`src/hdl/sem_pkg.sv`:
```
// ----------------------------------------------------------------------------
// sem_pkg
// Shared types, constants and kernel tables for the RGB Sobel magnitude block.
// ----------------------------------------------------------------------------
package sem_pkg;

  localparam int MAX_WIDTH_DEF = 1024;

  localparam int CH_N  = 3;
  localparam int CH_W  = 8;
  localparam int PIX_W = CH_N * CH_W;

  localparam int FW_W   = 11;
  localparam int FH_W   = 16;
  localparam int ROW_W  = 17;
  localparam int FW_RST = 1024;
  localparam int FH_RST = 768;

  localparam int CFG_IDX_W  = 1;
  localparam int CFG_DATA_W = 16;

  localparam logic [CFG_IDX_W-1:0] REG_FRAME_WIDTH  = CFG_IDX_W'(0);
  localparam logic [CFG_IDX_W-1:0] REG_FRAME_HEIGHT = CFG_IDX_W'(1);

  localparam logic OP_PIXEL = 1'b0;
  localparam logic OP_FLUSH = 1'b1;

  localparam int G_W   = 11;
  localparam int SQ_W  = 21;
  localparam int SAT_W = 16;
  localparam logic [SQ_W-1:0] SAT_LIM = SQ_W'(65280);

  localparam int ROOT_W   = 8;
  localparam int ROOT_STG = 4;
  localparam int ROOT_BPS = 2;
  localparam int REM_W    = 17;
  localparam logic [ROOT_W-1:0] ROOT_MAX = ROOT_W'(255);

  typedef logic signed [2:0] kern_t;

  localparam kern_t KERN_X [9] = '{-3'sd1, 3'sd0, 3'sd1,
                                   -3'sd2, 3'sd0, 3'sd2,
                                   -3'sd1, 3'sd0, 3'sd1};
  localparam kern_t KERN_Y [9] = '{-3'sd1, -3'sd2, -3'sd1,
                                    3'sd0,  3'sd0,  3'sd0,
                                    3'sd1,  3'sd2,  3'sd1};

  typedef logic [PIX_W-1:0] pix_t;

  typedef struct packed {
    logic            op;
    logic [CH_W-1:0] in_red;
    logic [CH_W-1:0] in_green;
    logic [CH_W-1:0] in_blue;
  } sem_in_t;

  typedef struct packed {
    logic [CH_W-1:0] out_red;
    logic [CH_W-1:0] out_green;
    logic [CH_W-1:0] out_blue;
    logic            frame_last;
  } sem_out_t;

  // 3x3 neighborhood of one centre pixel; px[row][col], row 0 on top
  typedef struct packed {
    logic                 vld;
    logic                 last;
    logic [2:0]           row_ok;
    logic [2:0]           col_ok;
    pix_t [2:0][2:0]      px;
  } sem_win_t;

  typedef struct packed {
    logic                      vld;
    logic                      last;
    logic [CH_N-1:0][SQ_W-1:0] sq;
  } sem_sq_t;

  typedef struct packed {
    logic     vld;
    sem_out_t data;
  } sem_res_t;

endpackage

```
`src/hdl/sem_grad.sv`:
```
// ----------------------------------------------------------------------------
// sem_grad
// Masked Sobel Gx/Gy sums per channel, then the squared gradient magnitude.
// ----------------------------------------------------------------------------
module sem_grad (
  input  logic               clk_i,
  input  logic               rst_ni,
  input  logic               en_i,
  input  sem_pkg::sem_win_t  win_i,
  output sem_pkg::sem_sq_t   sq_o
);

  localparam int P_W = 2 * sem_pkg::G_W;

  logic signed [sem_pkg::G_W-1:0]  gx [sem_pkg::CH_N];
  logic signed [sem_pkg::G_W-1:0]  gy [sem_pkg::CH_N];
  logic signed [sem_pkg::G_W-1:0]  gx_q [sem_pkg::CH_N];
  logic signed [sem_pkg::G_W-1:0]  gy_q [sem_pkg::CH_N];
  logic                            g_vld_q;
  logic                            g_last_q;

  logic [sem_pkg::CH_N-1:0][sem_pkg::SQ_W-1:0] sq;
  logic [sem_pkg::CH_N-1:0][sem_pkg::SQ_W-1:0] sq_q;
  logic                                        q_vld_q;
  logic                                        q_last_q;

  always_comb begin
    logic [sem_pkg::CH_W-1:0]       v;
    logic signed [sem_pkg::G_W-1:0] ve;
    for (int ch = 0; ch < sem_pkg::CH_N; ch++) begin
      gx[ch] = '0;
      gy[ch] = '0;
      for (int i = 0; i < 3; i++) begin
        for (int j = 0; j < 3; j++) begin
          v  = (win_i.row_ok[i] && win_i.col_ok[j])
             ? win_i.px[i][j][ch*sem_pkg::CH_W +: sem_pkg::CH_W] : '0;
          ve = $signed(sem_pkg::G_W'(v));
          gx[ch] = gx[ch] + ve * sem_pkg::G_W'(sem_pkg::KERN_X[i*3+j]);
          gy[ch] = gy[ch] + ve * sem_pkg::G_W'(sem_pkg::KERN_Y[i*3+j]);
        end
      end
    end
  end

  always_comb begin
    logic signed [P_W-1:0] gxe;
    logic signed [P_W-1:0] gye;
    logic signed [P_W-1:0] s;
    for (int ch = 0; ch < sem_pkg::CH_N; ch++) begin
      gxe    = P_W'(gx_q[ch]);
      gye    = P_W'(gy_q[ch]);
      s      = gxe * gxe + gye * gye;
      sq[ch] = sem_pkg::SQ_W'(s);
    end
  end

  always_ff @(posedge clk_i or negedge rst_ni) begin
    if (!rst_ni) begin
      g_vld_q <= 1'b0;
      q_vld_q <= 1'b0;
    end else if (en_i) begin
      g_vld_q <= win_i.vld;
      q_vld_q <= g_vld_q;
    end
  end

  always_ff @(posedge clk_i) begin
    if (en_i) begin
      g_last_q <= win_i.last;
      q_last_q <= g_last_q;
      gx_q     <= gx;
      gy_q     <= gy;
      sq_q     <= sq;
    end
  end

  assign sq_o = '{vld: q_vld_q, last: q_last_q, sq: sq_q};

endmodule

```
`config.mk`:
```
export PLATFORM = sky130hd
export DESIGN_NAME = sem_grad
export DESIGN_NICKNAME = d
export VERILOG_FILES = /design/src/hdl/sem_pkg.sv /design/src/hdl/sem_grad.sv
export SDC_FILE = /design/constraint.sdc
export NUM_CORES = 2
export LEC_CHECK = 0
export BUFFER_PORTS_ARGS = -buffer_cell sky130_fd_sc_hd__buf_2
export CORE_ASPECT_RATIO = 0.5
export CORE_UTILIZATION = 29
export CTS_CLUSTER_DIAMETER = 150
export DETAILED_ROUTE_END_ITERATION = 12
export PLACE_DENSITY = 0.44
export SYNTH_ARGS = -nofsm -noshare
export SYNTH_HDL_FRONTEND = slang
export SYNTH_SLANG_ARGS = --single-unit
```
`constraint.sdc`:
```
create_clock -name clk_i -period 9.1 [get_ports clk_i]
set_input_delay 1.82 -clock clk_i [delete_from_list [all_inputs] [get_ports clk_i]]
set_output_delay 1.82 -clock clk_i [all_outputs]
set_load 0.02 [all_outputs]
```
==> qor.csv <==
stage,metric,value,unit
floorplan,die area,0.131,mm^2
clock_tree,CTS Sinks,133,
sta,RSZ-0062 raised after global routing,false,
synth,"Seq/Total Area, Yosys",10.6,%
floorplan,I/O pin count,292,
synth,dominant cells by area after synthesis,"fa_1 46%, inv_1 12%, ha_1 11%",
hold_path,worst min-delay path class,reg -> reg,
sta,clk_skew,0.0231,ns
clock_tree,CTS resizes,0,
floorplan,Die W,511,um
clock_tree,CTS tree,yes,
worst_setup_path,"Arr. time, crit path",7.41,ns
placement,DPL Wire Length,81100,um
clock_tree,clock latency on the worst-skew pair,0.52,ns
worst_setup_path,CP Class,reg -> reg,
grt,antenna violations before repair,11,
worst_setup_path,RR Startpoint,gy_q[10]$_DFFE_PP_,
routing,wire length per cell,16.0,um
worst_setup_path,"Max FO, Critical Path",20,
synth,"FFs w/ async S/R, synth",1.50,%
grt,number of global-route vias before repair,28000,
clock_tree,Post-CTS Hold Fix Bufs,0,
floorplan,initial core utilization,29.5,%
sta,Worst-Margin Slew,1.00,ns
synth,number of flops mapped to enable cells by yosys,131,
synth,Syn. warnings,0,
worst_setup_path,Crit. End Element,register,
clock_tree,CTS Buffer Depth,2,
placement,IO buf count,267,
synth,Gate Count Post-Synth,3840,
grt,largest net degree at the start of global routing,68,
routing,Routed WL,91900,um
placement,Routability Congestion,0.864,
routing,DRT iter0 DRCs,968,
final_layout,"commonest non-fill, non-tap cell in the layout",inv_1,
floorplan,Die H,256,um
synth,Yosys top cell by area,fa_1,
sta,final setup TNS,0,ns
sta,Final Hold Viols,0,
sta,relative slew slack,33.1,%
grt,gr ovfl total,0,
hold_path,min-delay src,g_last_q$_DFFE_PP_,
routing,total number of vias,24600,
sta,final worst-path cycle share,78.4,%
synth,"Distinct cells, synth",61,
worst_setup_path,Crit. Startpoint,gy_q[10]$_DFFE_PP_,
sta,Final Max Tran Viols,0,
synth,Post-synth top flop,edfxtp_1,
clock_tree,postcts setup bufs,0,
sta,Min Hold Slack,0.424,ns
clock_tree,Clock Tree Root,clkbuf_16,
synth,Synth Area per Inst,9.78,um^2
routing,Detailed Routing Iterations Pass 1,5,
floorplan,row count,92,
grt,Global Route Usage Sum,15.1,%
synth,Post-Syn Nets,5267,
outcome,status,completed,
floorplan,Core Area,0.127,mm^2
final_layout,Layout Nets,5470,
sta,final setup violation count,0,
sta,Max Freq,140,MHz
grt,first-pass GRT wire length,153000,um
routing,Via density,4.27,
synth,Seq cells post-synth,133,
worst_setup_path,CP required,9.38,ns
clock_tree,total CTS buffers,17,
final_layout,most frequent cells in the layout,"1176 x inv_1, 858 x fa_1, 342 x ha_1, 312 x nand2_1, 266 x buf_2",
final_layout,Fillers,13200,
clock_tree,H-Tree Level Count,4,
synth,Post-Syn Area,0.0375,mm^2
final_layout,P&R area growth vs syn,10.0,%
flow_run,Max Cap Viol,0,
routing,Final ANT Viol Nets,0,
synth,top cell type's share of synthesized area,45.8,%
worst_setup_path,Worst setup SP type,register,
routing,Post-route DRC,0,
clock_tree,Clock transition at path regs,0.08,ns
sta,min Tclk post-route,7.14,ns
final_layout,layout cells sized above 1,8.26,%
## layout make-up
type                    count  area, um^2  area share (%)
inverters                1184        4440            10.8
multi-input cells        2428       28700            69.6
repair buffers            279        1430            3.47
flip-flops and latches    133        3980            9.64
well taps                1692        2120            5.12
diodes                      8        20.0          0.0485
clock buffers              19         433            1.05
clock inverters            12         146           0.354
## state kept, by name, indices dropped and copies added, names as in the netlist
name      flops
gy_q         33
gx_q         33
q_vld_q       1
sq_o         63
g_last_q      1
q_last_q      1
g_vld_q       1
## critical path, stage by stage (launching register included)
cell and delay, ns:
edfxtp_1 0.79, nand2_1 0.61, fa_1 0.65, fa_1 0.49
inv_1 0.05, fa_1 0.48, fa_1 0.58, fa_1 0.44
fa_1 0.55, inv_1 0.07, fa_1 0.48, inv_1 0.05
ha_1 0.37, a21o_1 0.22, a21oi_2 0.15, inv_1 0.06
or3_1 0.30, a31o_1 0.22, a221oi_2 0.24, xnor2_1 0.09
## synth_stat cells, types with 3 or more instances
| cell type | n |
|---|---|
| a211oi_1 | 3 |
| a21o_1 | 31 |
| a21oi_1 | 80 |
| a31o_1 | 4 |
| a31oi_1 | 6 |
| and2_1 | 146 |
| and3_1 | 56 |
| clkbuf_1 | 90 |
| edfxtp_1 | 131 |
| fa_1 | 858 |
| ha_1 | 342 |
| inv_1 | 1176 |
| inv_2 | 8 |
| mux2_2 | 3 |
| nand2_1 | 312 |
| nand2b_1 | 22 |
| nand3_1 | 20 |
| nand3b_1 | 3 |
| nor2_1 | 86 |
| nor2b_1 | 54 |
| nor3_1 | 23 |
| nor4_1 | 8 |
| o211ai_1 | 6 |
| o21a_1 | 12 |
| o21ai_0 | 31 |
| o21ai_1 | 19 |
| o21bai_1 | 19 |
| o31ai_1 | 8 |
| o41ai_1 | 5 |
| or2_2 | 3 |
| or3_1 | 8 |
| xnor2_1 | 171 |
| xor2_1 | 56 |
## final timing paths
check | endpoint | slack [ns] | cells after the start
max | sq_o[59]$_DFFE_PP_ | 1.96 | 19
min | q_last_q$_DFFE_PP_ | 0.42 | 0
max reg2reg | sq_o[59]$_DFFE_PP_ | 1.96 | 19
min reg2reg | q_last_q$_DFFE_PP_ | 0.42 | 0
max in group asynchronous | g_vld_q$_DFFE_PN0P_ | 7.94 | 1
min in group asynchronous | q_vld_q$_DFFE_PN0P_ | 1.07 | 1
## per-layer routing
layer / routed length [um] / GRT usage, % / vias up
met5: 0 / 0 / -
li1: - / - / 11600
met4: 1960 / 4.18 / 0
met1: 41200 / 19.5 / 12500
met3: 3310 / 2.18 / 89
met2: 45400 / 26.2 / 352
## per-stage QoR
step                std cells  util, %  instance area [um^2]  setup slack (ns)
floorplan                3840        -                 37500              2.63
CTS                      5747     32.5                 41300              1.84
finish                   5755     32.5                 41300              1.96
detailed placement       5716     32.0                 40700              1.89
global placement         5716     32.0                 40700              1.84
global route             5754     32.5                 41300              1.46
## cells by family (layout without fill, tap and decap cells)
family / after synthesis / count (layout) / synth area share [%]
AOI/OAI and AO/OA: 241 / 241 / 4.07
xor gates and xnor gates: 227 / 227 / 5.30
adders and majority gates: 1200 / 1200 / 57.2
buffers and inverters: 1279 / 1494 / 12.9
DFF: 133 / 133 / 10.6
muxes: 5 / 5 / 0.143
other: 0 / 8 / 0
and+or+nand+nor: 755 / 755 / 9.88
Power is not shown: default switching activity piles up to over one toggle a cycle in this logic, so the estimate is an artifact.
