`config.mk`:
```
export PLATFORM = sky130hd
export DESIGN_NAME = sem_root
export DESIGN_NICKNAME = d
export VERILOG_FILES = /design/src/hdl/sem_pkg.sv /design/src/hdl/sem_root.sv
export SDC_FILE = /design/constraint.sdc
export NUM_CORES = 1
export LEC_CHECK = 0
export ABC_CLOCK_PERIOD_IN_PS = 7000
export BUFFER_PORTS_ARGS = -buffer_cell sky130_fd_sc_hd__buf_2
export CAP_MARGIN = 20
export CORE_MARGIN = 10
export CORE_UTILIZATION = 35
export CTS_CLUSTER_DIAMETER = 80
export DETAILED_ROUTE_END_ITERATION = 16
export HOLD_SLACK_MARGIN = 0.02
export PLACE_DENSITY_LB_ADDON = 0.15
export REMOVE_ABC_BUFFERS = 1
export SLEW_MARGIN = 20
export SYNTH_ARGS = -nofsm -noshare
export SYNTH_HDL_FRONTEND = slang
export SYNTH_SLANG_ARGS = --single-unit
export TNS_END_PERCENT = 100
```
`constraint.sdc`:
```
create_clock -name clk_i -period 7 [get_ports clk_i]
set_input_delay 1.05 -clock clk_i [delete_from_list [all_inputs] [get_ports clk_i]]
set_output_delay 1.05 -clock clk_i [all_outputs]
set_load 0.02 [all_outputs]
```
`src/hdl/sem_pkg.sv`:
```
// ----------------------------------------------------------------------------
// sem_pkg
// Shared types, constants and kernel tables for the RGB Sobel magnitude block.
// ----------------------------------------------------------------------------
package sem_pkg;

  localparam int MAX_WIDTH_DEF = 1024;

  localparam int CH_N  = 3;
  localparam int CH_W  = 8;
  localparam int PIX_W = CH_N * CH_W;

  localparam int FW_W   = 11;
  localparam int FH_W   = 16;
  localparam int ROW_W  = 17;
  localparam int FW_RST = 1024;
  localparam int FH_RST = 768;

  localparam int CFG_IDX_W  = 1;
  localparam int CFG_DATA_W = 16;

  localparam logic [CFG_IDX_W-1:0] REG_FRAME_WIDTH  = CFG_IDX_W'(0);
  localparam logic [CFG_IDX_W-1:0] REG_FRAME_HEIGHT = CFG_IDX_W'(1);

  localparam logic OP_PIXEL = 1'b0;
  localparam logic OP_FLUSH = 1'b1;

  localparam int G_W   = 11;
  localparam int SQ_W  = 21;
  localparam int SAT_W = 16;
  localparam logic [SQ_W-1:0] SAT_LIM = SQ_W'(65280);

  localparam int ROOT_W   = 8;
  localparam int ROOT_STG = 4;
  localparam int ROOT_BPS = 2;
  localparam int REM_W    = 17;
  localparam logic [ROOT_W-1:0] ROOT_MAX = ROOT_W'(255);

  typedef logic signed [2:0] kern_t;

  localparam kern_t KERN_X [9] = '{-3'sd1, 3'sd0, 3'sd1,
                                   -3'sd2, 3'sd0, 3'sd2,
                                   -3'sd1, 3'sd0, 3'sd1};
  localparam kern_t KERN_Y [9] = '{-3'sd1, -3'sd2, -3'sd1,
                                    3'sd0,  3'sd0,  3'sd0,
                                    3'sd1,  3'sd2,  3'sd1};

  typedef logic [PIX_W-1:0] pix_t;

  typedef struct packed {
    logic            op;
    logic [CH_W-1:0] in_red;
    logic [CH_W-1:0] in_green;
    logic [CH_W-1:0] in_blue;
  } sem_in_t;

  typedef struct packed {
    logic [CH_W-1:0] out_red;
    logic [CH_W-1:0] out_green;
    logic [CH_W-1:0] out_blue;
    logic            frame_last;
  } sem_out_t;

  // 3x3 neighborhood of one centre pixel; px[row][col], row 0 on top
  typedef struct packed {
    logic                 vld;
    logic                 last;
    logic [2:0]           row_ok;
    logic [2:0]           col_ok;
    pix_t [2:0][2:0]      px;
  } sem_win_t;

  typedef struct packed {
    logic                      vld;
    logic                      last;
    logic [CH_N-1:0][SQ_W-1:0] sq;
  } sem_sq_t;

  typedef struct packed {
    logic     vld;
    sem_out_t data;
  } sem_res_t;

endpackage

```
`src/hdl/sem_root.sv`:
```
// ----------------------------------------------------------------------------
// sem_root
// Pipelined digit-by-digit square root per channel, rounded and clamped.
// ----------------------------------------------------------------------------
module sem_root (
  input  logic               clk_i,
  input  logic               rst_ni,
  input  logic               en_i,
  input  sem_pkg::sem_sq_t   sq_i,
  output sem_pkg::sem_res_t  res_o
);

  localparam int NSTG  = sem_pkg::ROOT_STG;
  localparam int SUB_W = sem_pkg::REM_W + 1;

  typedef struct packed {
    logic                        big;
    logic [sem_pkg::REM_W-1:0]   rem;
    logic [sem_pkg::ROOT_W-1:0]  root;
  } rt_t;

  // one result bit: rem holds s - root^2
  function automatic rt_t rt_step(rt_t x, int b);
    rt_t              y;
    logic [SUB_W-1:0] sub;
    y   = x;
    sub = (SUB_W'(x.root) << (b + 1)) + (SUB_W'(1) << (2 * b));
    if ({1'b0, x.rem} >= sub) begin
      y.rem  = sem_pkg::REM_W'({1'b0, x.rem} - sub);
      y.root = x.root | (sem_pkg::ROOT_W'(1) << b);
    end
    return y;
  endfunction

  logic [NSTG-1:0]                vld_q;
  logic [NSTG-1:0]                last_q;
  rt_t [sem_pkg::CH_N-1:0]        st_in [NSTG];
  rt_t [sem_pkg::CH_N-1:0]        st_d  [NSTG];
  rt_t [sem_pkg::CH_N-1:0]        st_q  [NSTG];
  logic [sem_pkg::ROOT_W-1:0]     val [sem_pkg::CH_N];

  always_comb begin
    rt_t cur;
    for (int ch = 0; ch < sem_pkg::CH_N; ch++) begin
      st_in[0][ch].big  = sq_i.sq[ch] > sem_pkg::SAT_LIM;
      st_in[0][ch].rem  = sem_pkg::REM_W'(sq_i.sq[ch][sem_pkg::SAT_W-1:0]);
      st_in[0][ch].root = '0;
    end
    for (int k = 1; k < NSTG; k++) begin
      st_in[k] = st_q[k-1];
    end
    for (int k = 0; k < NSTG; k++) begin
      for (int ch = 0; ch < sem_pkg::CH_N; ch++) begin
        cur = st_in[k][ch];
        for (int j = 0; j < sem_pkg::ROOT_BPS; j++) begin
          cur = rt_step(cur, sem_pkg::ROOT_W - 1 - (k * sem_pkg::ROOT_BPS + j));
        end
        st_d[k][ch] = cur;
      end
    end
  end

  always_ff @(posedge clk_i or negedge rst_ni) begin
    if (!rst_ni) begin
      vld_q <= '0;
    end else if (en_i) begin
      vld_q <= {vld_q[NSTG-2:0], sq_i.vld};
    end
  end

  always_ff @(posedge clk_i) begin
    if (en_i) begin
      last_q <= {last_q[NSTG-2:0], sq_i.last};
      for (int k = 0; k < NSTG; k++) begin
        st_q[k] <= st_d[k];
      end
    end
  end

  always_comb begin
    rt_t fin;
    for (int ch = 0; ch < sem_pkg::CH_N; ch++) begin
      fin = st_q[NSTG-1][ch];
      if (fin.big) begin
        val[ch] = sem_pkg::ROOT_MAX;
      end else if (fin.rem > sem_pkg::REM_W'(fin.root)) begin
        val[ch] = fin.root + sem_pkg::ROOT_W'(1);
      end else begin
        val[ch] = fin.root;
      end
    end
    res_o.vld             = vld_q[NSTG-1];
    res_o.data.out_red    = val[2];
    res_o.data.out_green  = val[1];
    res_o.data.out_blue   = val[0];
    res_o.data.frame_last = last_q[NSTG-1];
  end

endmodule

```
==> results of run 1 <==
stage by stage:
step                instance area (µm²)  setup slack (ns)  cells  total power [mW]  hold slack (ns)
global route                      22500              1.24   2849              7.98            0.273
CTS                               22500              1.60   2848              7.50            0.264
finish                            22500              1.67   2849              7.43            0.302
floorplan                         19800              2.54   1931              4.81            0.400
detailed placement                21300              1.61   2781              5.53            0.405
global placement                  21300              1.67   2781              5.49            0.401
final timing paths:
| path | endpoint | slack (ns) |
|---|---|---|
| max | st_q[3][41] | 1.67 |
| min | vld_q[0] | 0.30 |
| max reg2reg | st_q[3][41] | 1.67 |
| min reg2reg | st_q[2][51] | 0.42 |
| max in group asynchronous | vld_q[2] | 6.58 |
| min in group clk_i | st_q[2][51] | 0.42 |
cell usage in the layout (no fill, tap or decap), drive strengths merged, types with 19 or more instances in the layout:
cell and instances:
edfxtp 280, ha 177, inv 173, nor2 146, nand2 128, a21oi 101, xnor2 94, buf 94
o21ai 89, nor3 72, xor2 56, nand3 51, clkbuf 44, nor4 38, o21a 36, nand4 35
a21o 31, mux2i 29, a31oi 26, or4 24, mux2 23, nor2b 22, or3 21, or2 19
and2 19, a211oi 19
flip-flops by register name, indices dropped and copies added (netlist names):
signal,cells
last_q,4
st_q,276
vld_q,4
per-layer routing:
layer / vias to the layer above / GRT usage / part of all wire
li1: 7567 / - / -
met1: 6984 / 0.181 / 0.47
met2: 238 / 0.230 / 0.46
met3: 83 / 0.0273 / 0.042
met4: 14 / 0.0480 / 0.026
met5: - / 0 / 0.0017
critical path, delay by kind of cell (launching register included):
kind	cells	cell delay, ns
adders and majority gates	2	0.77
AOI/OAI and AO/OA	5	1.47
muxes	1	0.54
and+or+nand+nor	5	1.66
buffers and inverters	1	0.18
DFF	1	0.43
cell type report:
class / count / area, µm²
timing repair buffer: 94 / 495
sequential: 284 / 8510
antenna: 1 / 2.50
clock inverter: 23 / 280
fill: 5533 / 34000
inverter: 169 / 636
tap: 756 / 946
clock buffer: 44 / 952
multi-input combinational: 1478 / 10700
kinds of logic (layout without fill, tap and decap cells):
| group | count (synthesis) | after routing | synth area share |
|---|---|---|---|
| AOI/OAI and AO/OA | 430 | 430 | 0.148 |
| xor gates and xnor gates | 150 | 150 | 0.0658 |
| adders and majority gates | 177 | 177 | 0.111 |
| buffers and inverters | 205 | 330 | 0.0401 |
| DFF | 284 | 284 | 0.426 |
| muxes | 52 | 52 | 0.0281 |
| other | 0 | 1 | 0 |
| and+or+nand+nor | 669 | 669 | 0.181 |
power groups by stage:
stage	registers, mW	clock network, mW	logic [mW]
after global routing	2.67	2.06	3.25
after floorplan	2.56	0	2.26
after CTS	2.63	1.99	2.89
after detailed placement	2.66	0	2.87
after global placement	2.65	0	2.84
final	2.63	1.91	2.88
==> run metrics, run 1 <==
launch instance of the worst register-to-register path=st_q[2][43]; Num CTS Buffers=37; Crit Path Class=flip-flop to flip-flop; boundary pin count=94; Hold/Removal Path Class=primary input to async pin; mean post-synth cell area=about 10 µm²; post-route ant nets=0; DRC Markers=0; H-tree depth=2; Crit. End Element=flip-flop; area leader, netlist=edfxtp_1; vias in the first global route=14700; Yosys reg bits=roughly 280; worst slew pin tran=approximately 1.0 ns; clock power share=0.258; layout cells sized above 1=0.114; gr usage total=0.140; CTS Sinks=roughly 280; total leakage power=roughly 9 nW; number of synthesized flops with an enable pin=280; crit-path cells=ha_1, nand4b_1, nor4_2, nor3_2, nand2_2, inv_2, o31ai_1, ha_1, a21o_1, a21oi_1, a21boi_0, a2111oi_2, nand4_1, mux2_2; Clock Latency Late Sink=0.56 ns; DR vias/cell=approximately 5.2; FP Rows=slightly below 90; Routed WL per cell=16.6 µm; vias=around 15000; Critical Path Max Stage Delay=0.74 ns; GRT overflow=0; final worst-path cycle share=0.761; Synth area leaders=edfxtp_1 42%, ha_1 11%, xnor2_1 4.1%, inv_1 3.0%, nor2_1 2.7%; Synth top area share=0.421; root buffer cell=clkbuf_16; Fmax=approximately 190 MHz; Final Util=0.398; gp weighted congestion=~0.9; clock skew=between 0.03 and 0.04 ns; post-CTS sizing=0; DIE AREA=approximately 0.067 mm²; crit path time final=5.33 ns; Longest Clk Path Bufs=3; Crit path top cell by count=ha_1; Post-Synthesis Cell Area=between 0.015 and 0.02 mm²; ys async rst share=0.0141; final hold vios=0; DRT Wirelength=about 47000 µm; DRT iter0 DRCs=800; IO buf count=between 90 and 100; Internal Power=4.76 mW; clock slew at reported path FFs=0.06 ns; Comb pwr share=0.388; Pwr Density=between 300 and 400 mW/mm²; crit path DAT=approximately 5.6 ns; yosys warns=0; setup TNS=0 ns; top cells by count, synth=280 x edfxtp_1, 177 x ha_1, 161 x inv_1; sequential share of the synthesized area=0.426; CP Max Fanout=20; count leader, synth=edfxtp_1; unrepaired setup endpoints after global routing=no; die span in x=259 µm; post-CTS setup buffers=0; max-cap violations=0; final setup violation count=0; cells after synthesis=just under 2000; Psw=approximately 2.7 mW; largest net degree at the start of global routing=approximately 170; critical path startpoint category=flip-flop; Yosys cell types=slightly above 100; final net count=2309; Max-slew headroom=0.307; hold_buf cts=0; first-pass GRT wire length=between 70000 and 80000 µm; Top FF cell, synth=edfxtp_1; Required @ worst endpoint=7.30 ns; Die Y=259 µm; initial antenna violation count=8; TritonRoute pass-1 iters=5; worst setup path start=st_q[2][43]; outcome=finished clean; Layout area overhead=12.6%; core area=~0.056 mm²; Critical Path Slowest Stage Cell=nand4_1; switch share=0.358; Seq pwr share=0.354; Max VDD drop=0.000150 V; worst-case reg-to-reg path depth=14; CTS tree=yes; DPL Wire Length=between 30000 and 40000 µm; Final Max Slew Viols=0; Initial Util=0.354
(Power assumes the default switching activity.)
==> run 2: changes to the inputs <==
--- a/config.mk
+++ b/config.mk
@@ -5,7 +5,7 @@
 export SDC_FILE = /design/constraint.sdc
 export NUM_CORES = 1
 export LEC_CHECK = 0
-export ABC_CLOCK_PERIOD_IN_PS = 7000
+export ABC_CLOCK_PERIOD_IN_PS = 5200
 export BUFFER_PORTS_ARGS = -buffer_cell sky130_fd_sc_hd__buf_2
 export CAP_MARGIN = 20
 export CORE_MARGIN = 10
==> constraint.sdc (replaced) <==
create_clock -name clk_i -period 5.2 [get_ports clk_i]
set_input_delay 0.78 -clock clk_i [delete_from_list [all_inputs] [get_ports clk_i]]
set_output_delay 0.78 -clock clk_i [all_outputs]
set_load 0.02 [all_outputs]
==> run metrics, run 2 (same netlist as run 1, synthesis figures left out) <==
max-cap violations=0 (unchanged); Die Y=259 µm (unchanged); crit-path cells=inv_1, ha_1, nand3_1, o311ai_4, nand2b_1, inv_1, ha_1, nor4b_1, a211oi_1, o311ai_0, a21oi_1, o21ba_2, mux2i_1, o2111ai_1 (was ha_1, nand4b_1, nor4_2, nor3_2, nand2_2, inv_2, o31ai_1, ha_1, a21o_1, a21oi_1, a21boi_0, a2111oi_2, nand4_1, mux2_2); gp weighted congestion=0.898 (was 0.875); Required @ worst endpoint=5.45 ns (was 7.30 ns); Layout area overhead=13.3% (was 12.6%); worst setup margin=0.466 ns (was 1.67 ns); Area after DPL=0.0214 mm² (was 0.0213 mm²); CTS tree=yes (unchanged); FP Rows=87 (unchanged); Initial Util=0.354 (unchanged); final worst-path cycle share=0.910 (was 0.761); Hold/Removal Path Class=primary input to flip-flop (was primary input to async pin); CTS Sinks=284 (unchanged); first-pass GRT wire length=79000 µm (was 77000 µm); commonest non-fill, non-tap cell in the layout=edfxtp_1 (unchanged); non-filler cells, final=2870 (was 2849); TritonRoute pass-1 iters=5 (unchanged); GRT overflow=0 (unchanged); DRT Wirelength=48400 µm (was 47400 µm); vias in the first global route=15000 (was 14700); DIE AREA=0.0670 mm² (unchanged); Longest Clk Path Bufs=3 (unchanged); DPL Wire Length=38200 µm (was 37000 µm); Crit. End Element=flip-flop (unchanged); Comb pwr share=0.391 (was 0.388); Max VDD drop=0.000216 V (was 0.000150 V); Final Util=0.401 (was 0.398); worst slew pin tran=0.817 ns (was 1.03 ns); Hold Slack=0.407 ns (was 0.302 ns); Routed WL per cell=16.9 µm (was 16.6 µm); pre-CTS setup slack=0.291 ns (was 1.61 ns); IO buf count=93 (unchanged); Hold Crit Endpoint=last_q[0]; initial antenna violation count=7 (was 8); DR vias/cell=5.20 (was 5.22); Max-slew headroom=0.450 (was 0.307); outcome=finished clean (unchanged); hold path cells=1; Clock Latency Late Sink=0.55 ns (was 0.56 ns); DP Cell Count=2798 (was 2781); Fmax=211 MHz (was 188 MHz); Biggest register=st_q (unchanged); Largest regs=st_q x276, last_q x4, vld_q x4 (unchanged); Seq pwr share=0.354 (about the same); layout cells sized above 1=0.123 (was 0.114); final setup violation count=0 (unchanged); flop2flop setup slack=0.47 ns (was 1.67 ns); clock slew at reported path FFs=0.06 ns (about the same); Pwr Density=442 mW/mm² (was 330 mW/mm²); clock skew=0.0148 ns (was 0.0310 ns); largest net degree at the start of global routing=111 (was 172); Num CTS Buffers=37 (unchanged); crit path DAT=4.98 ns (was 5.63 ns); Psw=3.58 mW (was 2.66 mW); launch instance of the worst register-to-register path=st_q[1][7] (was st_q[2][43]); post-route ant nets=0 (unchanged); boundary pin count=94 (unchanged); capture point of the worst reg-to-reg path=st_q[2][22] (was st_q[3][41]); max reg flops=276 (unchanged); switch share=0.358 (about the same); H-tree depth=2 (unchanged); Critical path buffers and inverters=2 (was 1); Tot Pwr=10.0 mW (was 7.43 mW); final net count=2327 (was 2309); die span in x=259 µm (unchanged); design area=0.0226 mm² (was 0.0225 mm²); DRT iter0 DRCs=858 (was 800); Critical Path Slowest Stage Cell=nand2b_1 (was nand4_1); critical path startpoint category=flip-flop (unchanged); hold path start=sq_i[63]; gr usage total=0.143 (was 0.140); clock power share=0.255 (was 0.258); commonest non-fill, non-tap cells in the layout=280 x edfxtp_1, 177 x ha_1, 161 x inv_1, 142 x nor2_1, 125 x nand2_1 (was 280 x edfxtp_1, 177 x ha_1, 161 x inv_1, 143 x nor2_1, 125 x nand2_1); setup TNS=0 ns (unchanged); Internal Power=6.43 mW (was 4.76 mW); unrepaired setup endpoints after global routing=no (unchanged); vias=14900 (about the same); Crit Path Class=flip-flop to flip-flop (unchanged); final hold vios=0 (unchanged); crit path time final=4.73 ns (was 5.33 ns); DRC Markers=0 (unchanged); Critical Path Max Stage Delay=0.51 ns (was 0.74 ns); total leakage power=9.09 nW (was 9.01 nW); family with the most delay on the worst path=compound AO/OA/AOI/OAI gates (was simple AND/OR/NAND/NOR gates); worst-case reg-to-reg path depth=14 (unchanged); core area=0.0565 mm² (unchanged); root buffer cell=clkbuf_16 (unchanged); Final Max Slew Viols=0 (unchanged); CP Max Fanout=11 (was 20)
## run 2: what timing repair did
item                                   CTS  global route
hold buffers                             1             0
setup endpoints to repair                0            18
endpoints found under the hold margin    4             0
gates resized for setup                  0             4
setup buffers                            0             0
## run 2: how the worst max path moves through the flow
stage                     depth (start not counted)           to  slack (ns)         from
after floorplan                                  15  st_q[3][13]        0.74  st_q[2][15]
after global placement                           20  st_q[3][74]        0.39  st_q[2][69]
after detailed placement                         19  st_q[3][74]        0.29  st_q[2][69]
after CTS                                        19  st_q[3][74]        0.26  st_q[2][69]
after global routing                             20  st_q[3][74]        0.01  st_q[2][58]
final                                            14  st_q[2][22]        0.47   st_q[1][7]
## run 2: power by group through the flow
stage               registers, mW  logic, mW  clock network [mW]
finish                       3.54       3.92                2.55
global route                 3.60       4.43                2.75
CTS                          3.54       3.91                2.65
detailed placement           3.59       3.89                   0
global placement             3.58       3.85                   0
floorplan                    3.44       3.04                   0
## run 2: worst reg2reg max path: cells and delay by family (launching register included)
kind	cells	cell delay [ns]
flops	1	0.41
buf+inv	2	0.25
compound gates	6	1.76
simple gates	3	0.92
fa+ha+maj	2	0.90
mux	1	0.20
## run 2: area by class of cell
class,count,area (µm²)
fillers,5492,33900
multi-input cells,1478,10700
flip-flops and latches,284,8510
well taps,756,946
clock buffers,42,945
inverters,169,636
repair buffers,112,633
clock inverters,24,277
diodes,5,12.5
## run 2: metal layers
layer	share of wire	vias to the layer above	GRT usage
met3	0.037	65	0.0272
li1	-	7599	-
met1	0.47	7035	0.185
met4	0.021	8	0.0407
met5	0.0012	-	0
met2	0.47	225	0.239
==> run 3: changes to the inputs <==
--- a/config.mk
+++ b/config.mk
@@ -10,8 +10,10 @@
 export CAP_MARGIN = 20
 export CORE_MARGIN = 10
 export CORE_UTILIZATION = 35
+export CTS_BUF_LIST = sky130_fd_sc_hd__clkbuf_16
 export CTS_CLUSTER_DIAMETER = 80
 export DETAILED_ROUTE_END_ITERATION = 16
+export GPL_TIMING_DRIVEN = 0
 export HOLD_SLACK_MARGIN = 0.02
 export PLACE_DENSITY_LB_ADDON = 0.15
 export REMOVE_ABC_BUFFERS = 1
==> run metrics, run 3 (same netlist as run 1, synthesis figures left out) <==
hold path cells=0 (was 1); Initial Util=0.354 (unchanged); Area after DPL=0.0213 mm² (was 0.0214 mm²); Routed WL per cell=16.5 µm (was 16.9 µm); initial antenna violation count=9 (was 7); crit path DAT=5.22 ns (was 4.98 ns); Final Max Slew Viols=0 (unchanged); clock skew=0.0207 ns (was 0.0148 ns); GRT overflow=0 (unchanged); worst-case reg-to-reg path depth=16 (was 14); crit path time final=4.93 ns (was 4.73 ns); switch share=0.359 (was 0.358); pre-CTS setup slack=-0.329 ns (was 0.291 ns); layout cells sized above 1=0.123 (about the same); family with the most delay on the worst path=simple AND/OR/NAND/NOR gates (was compound AO/OA/AOI/OAI gates); FP Rows=87 (unchanged); IO buf count=93 (unchanged); total leakage power=9.06 nW (was 9.09 nW); Hold Crit Endpoint=st_q[1][51] (was last_q[0]); DRT iter0 DRCs=604 (was 858); Comb pwr share=0.398 (was 0.391); gp weighted congestion=0.833 (was 0.898); GRT Max-Usage Layer=met2 (unchanged); Die Y=259 µm (unchanged); Biggest register=st_q (unchanged); commonest non-fill, non-tap cell in the layout=edfxtp_1 (unchanged); Pwr Density=435 mW/mm² (was 442 mW/mm²); final net count=2323 (was 2327); clock power share=0.243 (was 0.255); Longest Clk Path Bufs=3 (unchanged); Fmax=203 MHz (was 211 MHz); TritonRoute pass-1 iters=5 (unchanged); Clock Latency Late Sink=0.54 ns (was 0.55 ns); DRC Markers=0 (unchanged); worst slew pin tran=1.24 ns (was 0.817 ns); met2 Usage GRT=0.234 (was 0.239); final hold vios=0 (unchanged); Crit. End Element=flip-flop (unchanged); DPL Wire Length=36800 µm (was 38200 µm); hold path start=st_q[0][51] (was sq_i[63]); Required @ worst endpoint=5.49 ns (was 5.45 ns); largest net degree at the start of global routing=103 (was 111); clock slew at reported path FFs=0.06 ns (about the same); Critical path buffers and inverters=2 (unchanged); CTS tree=yes (unchanged); root buffer cell=clkbuf_16 (unchanged); Critical Path Max Stage Delay=0.54 ns (was 0.51 ns); GR Util met1=0.176 (was 0.185); Max-slew headroom=0.164 (was 0.450); Fillers=5527 (was 5492); Max VDD drop=0.000221 V (was 0.000216 V); Crit Path Class=flip-flop to flip-flop (unchanged); Largest regs=st_q x276, last_q x4, vld_q x4 (unchanged); CP Max Fanout=12 (was 11); final worst-path cycle share=0.948 (was 0.910); vias in the first global route=14900 (was 15000); Hold/Removal Path Class=flip-flop to flip-flop (was primary input to flip-flop); Psw=3.54 mW (was 3.58 mW); DIE AREA=0.0670 mm² (unchanged); launch instance of the worst register-to-register path=st_q[2][5] (was st_q[1][7]); Num CTS Buffers=35 (was 37); Final Util=0.400 (was 0.401); boundary pin count=94 (unchanged); capture point of the worst reg-to-reg path=st_q[3][13] (was st_q[2][22]); first-pass GRT wire length=76900 µm (was 79000 µm); Layout area overhead=13.2% (was 13.3%); commonest non-fill, non-tap cells in the layout=280 x edfxtp_1, 177 x ha_1, 162 x inv_1, 142 x nor2_1, 125 x nand2_1 (was 280 x edfxtp_1, 177 x ha_1, 161 x inv_1, 142 x nor2_1, 125 x nand2_1); die span in x=259 µm (unchanged); Critical Path Slowest Stage Cell=or4_4 (was nand2b_1); DRT Wirelength=47100 µm (was 48400 µm); register area=0.00851 mm² (unchanged); footprint of the multi-input gates=0.0107 mm² (about the same); vias=14900 (about the same); design area=0.0226 mm² (about the same); flop2flop setup slack=0.27 ns (was 0.47 ns); H-tree depth=2 (unchanged); CTS Sinks=284 (unchanged); Seq pwr share=0.359 (was 0.354); M3 GR Usage=0.0293 (was 0.0272); max reg flops=276 (unchanged); final setup violation count=0 (unchanged); unrepaired setup endpoints after global routing=no (unchanged); post-route ant nets=0 (unchanged); DR vias/cell=5.22 (was 5.20); critical path startpoint category=flip-flop (unchanged); core area=0.0565 mm² (unchanged); worst setup margin=0.270 ns (was 0.466 ns); crit-path cells=inv_1, ha_1, nand2_1, nor3_1, or4_4, nor2_4, mux2_2, ha_1, nand2_1, o21ai_0, a21o_1, a221o_1, and4bb_2, and3_2, inv_1, mux2_2 (was inv_1, ha_1, nand3_1, o311ai_4, nand2b_1, inv_1, ha_1, nor4b_1, a211oi_1, o311ai_0, a21oi_1, o21ba_2, mux2i_1, o2111ai_1); outcome=finished clean (unchanged); Internal Power=6.30 mW (was 6.43 mW); gr usage total=0.138 (was 0.143); max-cap violations=0 (unchanged)
[run 3: changes by cell type in the layout (fill, tap and decap cells not counted), sizes merged, moves of 2 or more]
| cell | previous run | this run |
|---|---|---|
| clkbuf | 42 | 35 |
| diode | 5 | 1 |
| buf | 111 | 108 |
| inv | 170 | 172 |
[run 3: power groups by stage]
stage                     logic [mW]  clock network (mW)  registers (mW)
after floorplan                 3.04                   0            3.44
after global placement          3.76                   0            3.59
after detailed placement        3.83                   0            3.58
after CTS                       3.89                2.48            3.54
after global routing            4.44                2.57            3.60
final                           3.91                2.39            3.53
[run 3: worst max path at each step]
stage,start,endpoint,slack (ns),depth (start not counted)
after floorplan,st_q[2][15],st_q[3][13],0.74,15
final,st_q[2][5],st_q[3][13],0.27,16
after CTS,st_q[1][30],st_q[2][46],0.04,16
after global placement,en_i,vld_q[1],-0.88,2
after detailed placement,st_q[2][32],st_q[3][40],-0.33,15
after global routing,st_q[2][5],st_q[3][14],0.01,18
[run 3: worst register-to-register path, delay by kind of cell (launching register included)]
kind,cells,cell delay (ns)
compound gates,3,0.67
fa+ha+maj,2,0.66
buf+inv,2,0.33
flops,1,0.45
mux,2,0.72
simple gates,7,1.85
[run 3: stage by stage]
step	std cells	TNS [ns]	power [mW]	hold WS, ns
after floorplan	1931	0	6.48	0.400
after global placement	2780	-192.39	7.35	0.401
after detailed placement	2783	-6.63	7.41	0.405
after CTS	2846	0	9.90	0.389
after global routing	2858	0	10.6	0.392
final	2858	0	9.84	0.414
[run 3: layout make-up]
class                      count  share of cell area
timing repair buffer         109              0.0297
sequential                   284               0.376
multi-input combinational   1479               0.475
tap                          756              0.0418
antenna                        1            0.000111
inverter                     169              0.0281
clock buffer                  35              0.0387
clock inverter                25              0.0106
[run 3: what timing repair did]
item,CTS,global route
setup endpoints to repair,36,47
pin swaps,1,4
buffers inserted,1,11
resized for setup,6,8
hold buffers,1,0
endpoints found under the hold margin,4,0
cloned,1,0
[run 3: metal layers]
layer / up-vias / part of all wire
met2: 212 / 0.47
met4: 16 / 0.021
met5: - / 0.0019
met3: 70 / 0.043
li1: 7584 / -
met1: 7029 / 0.46
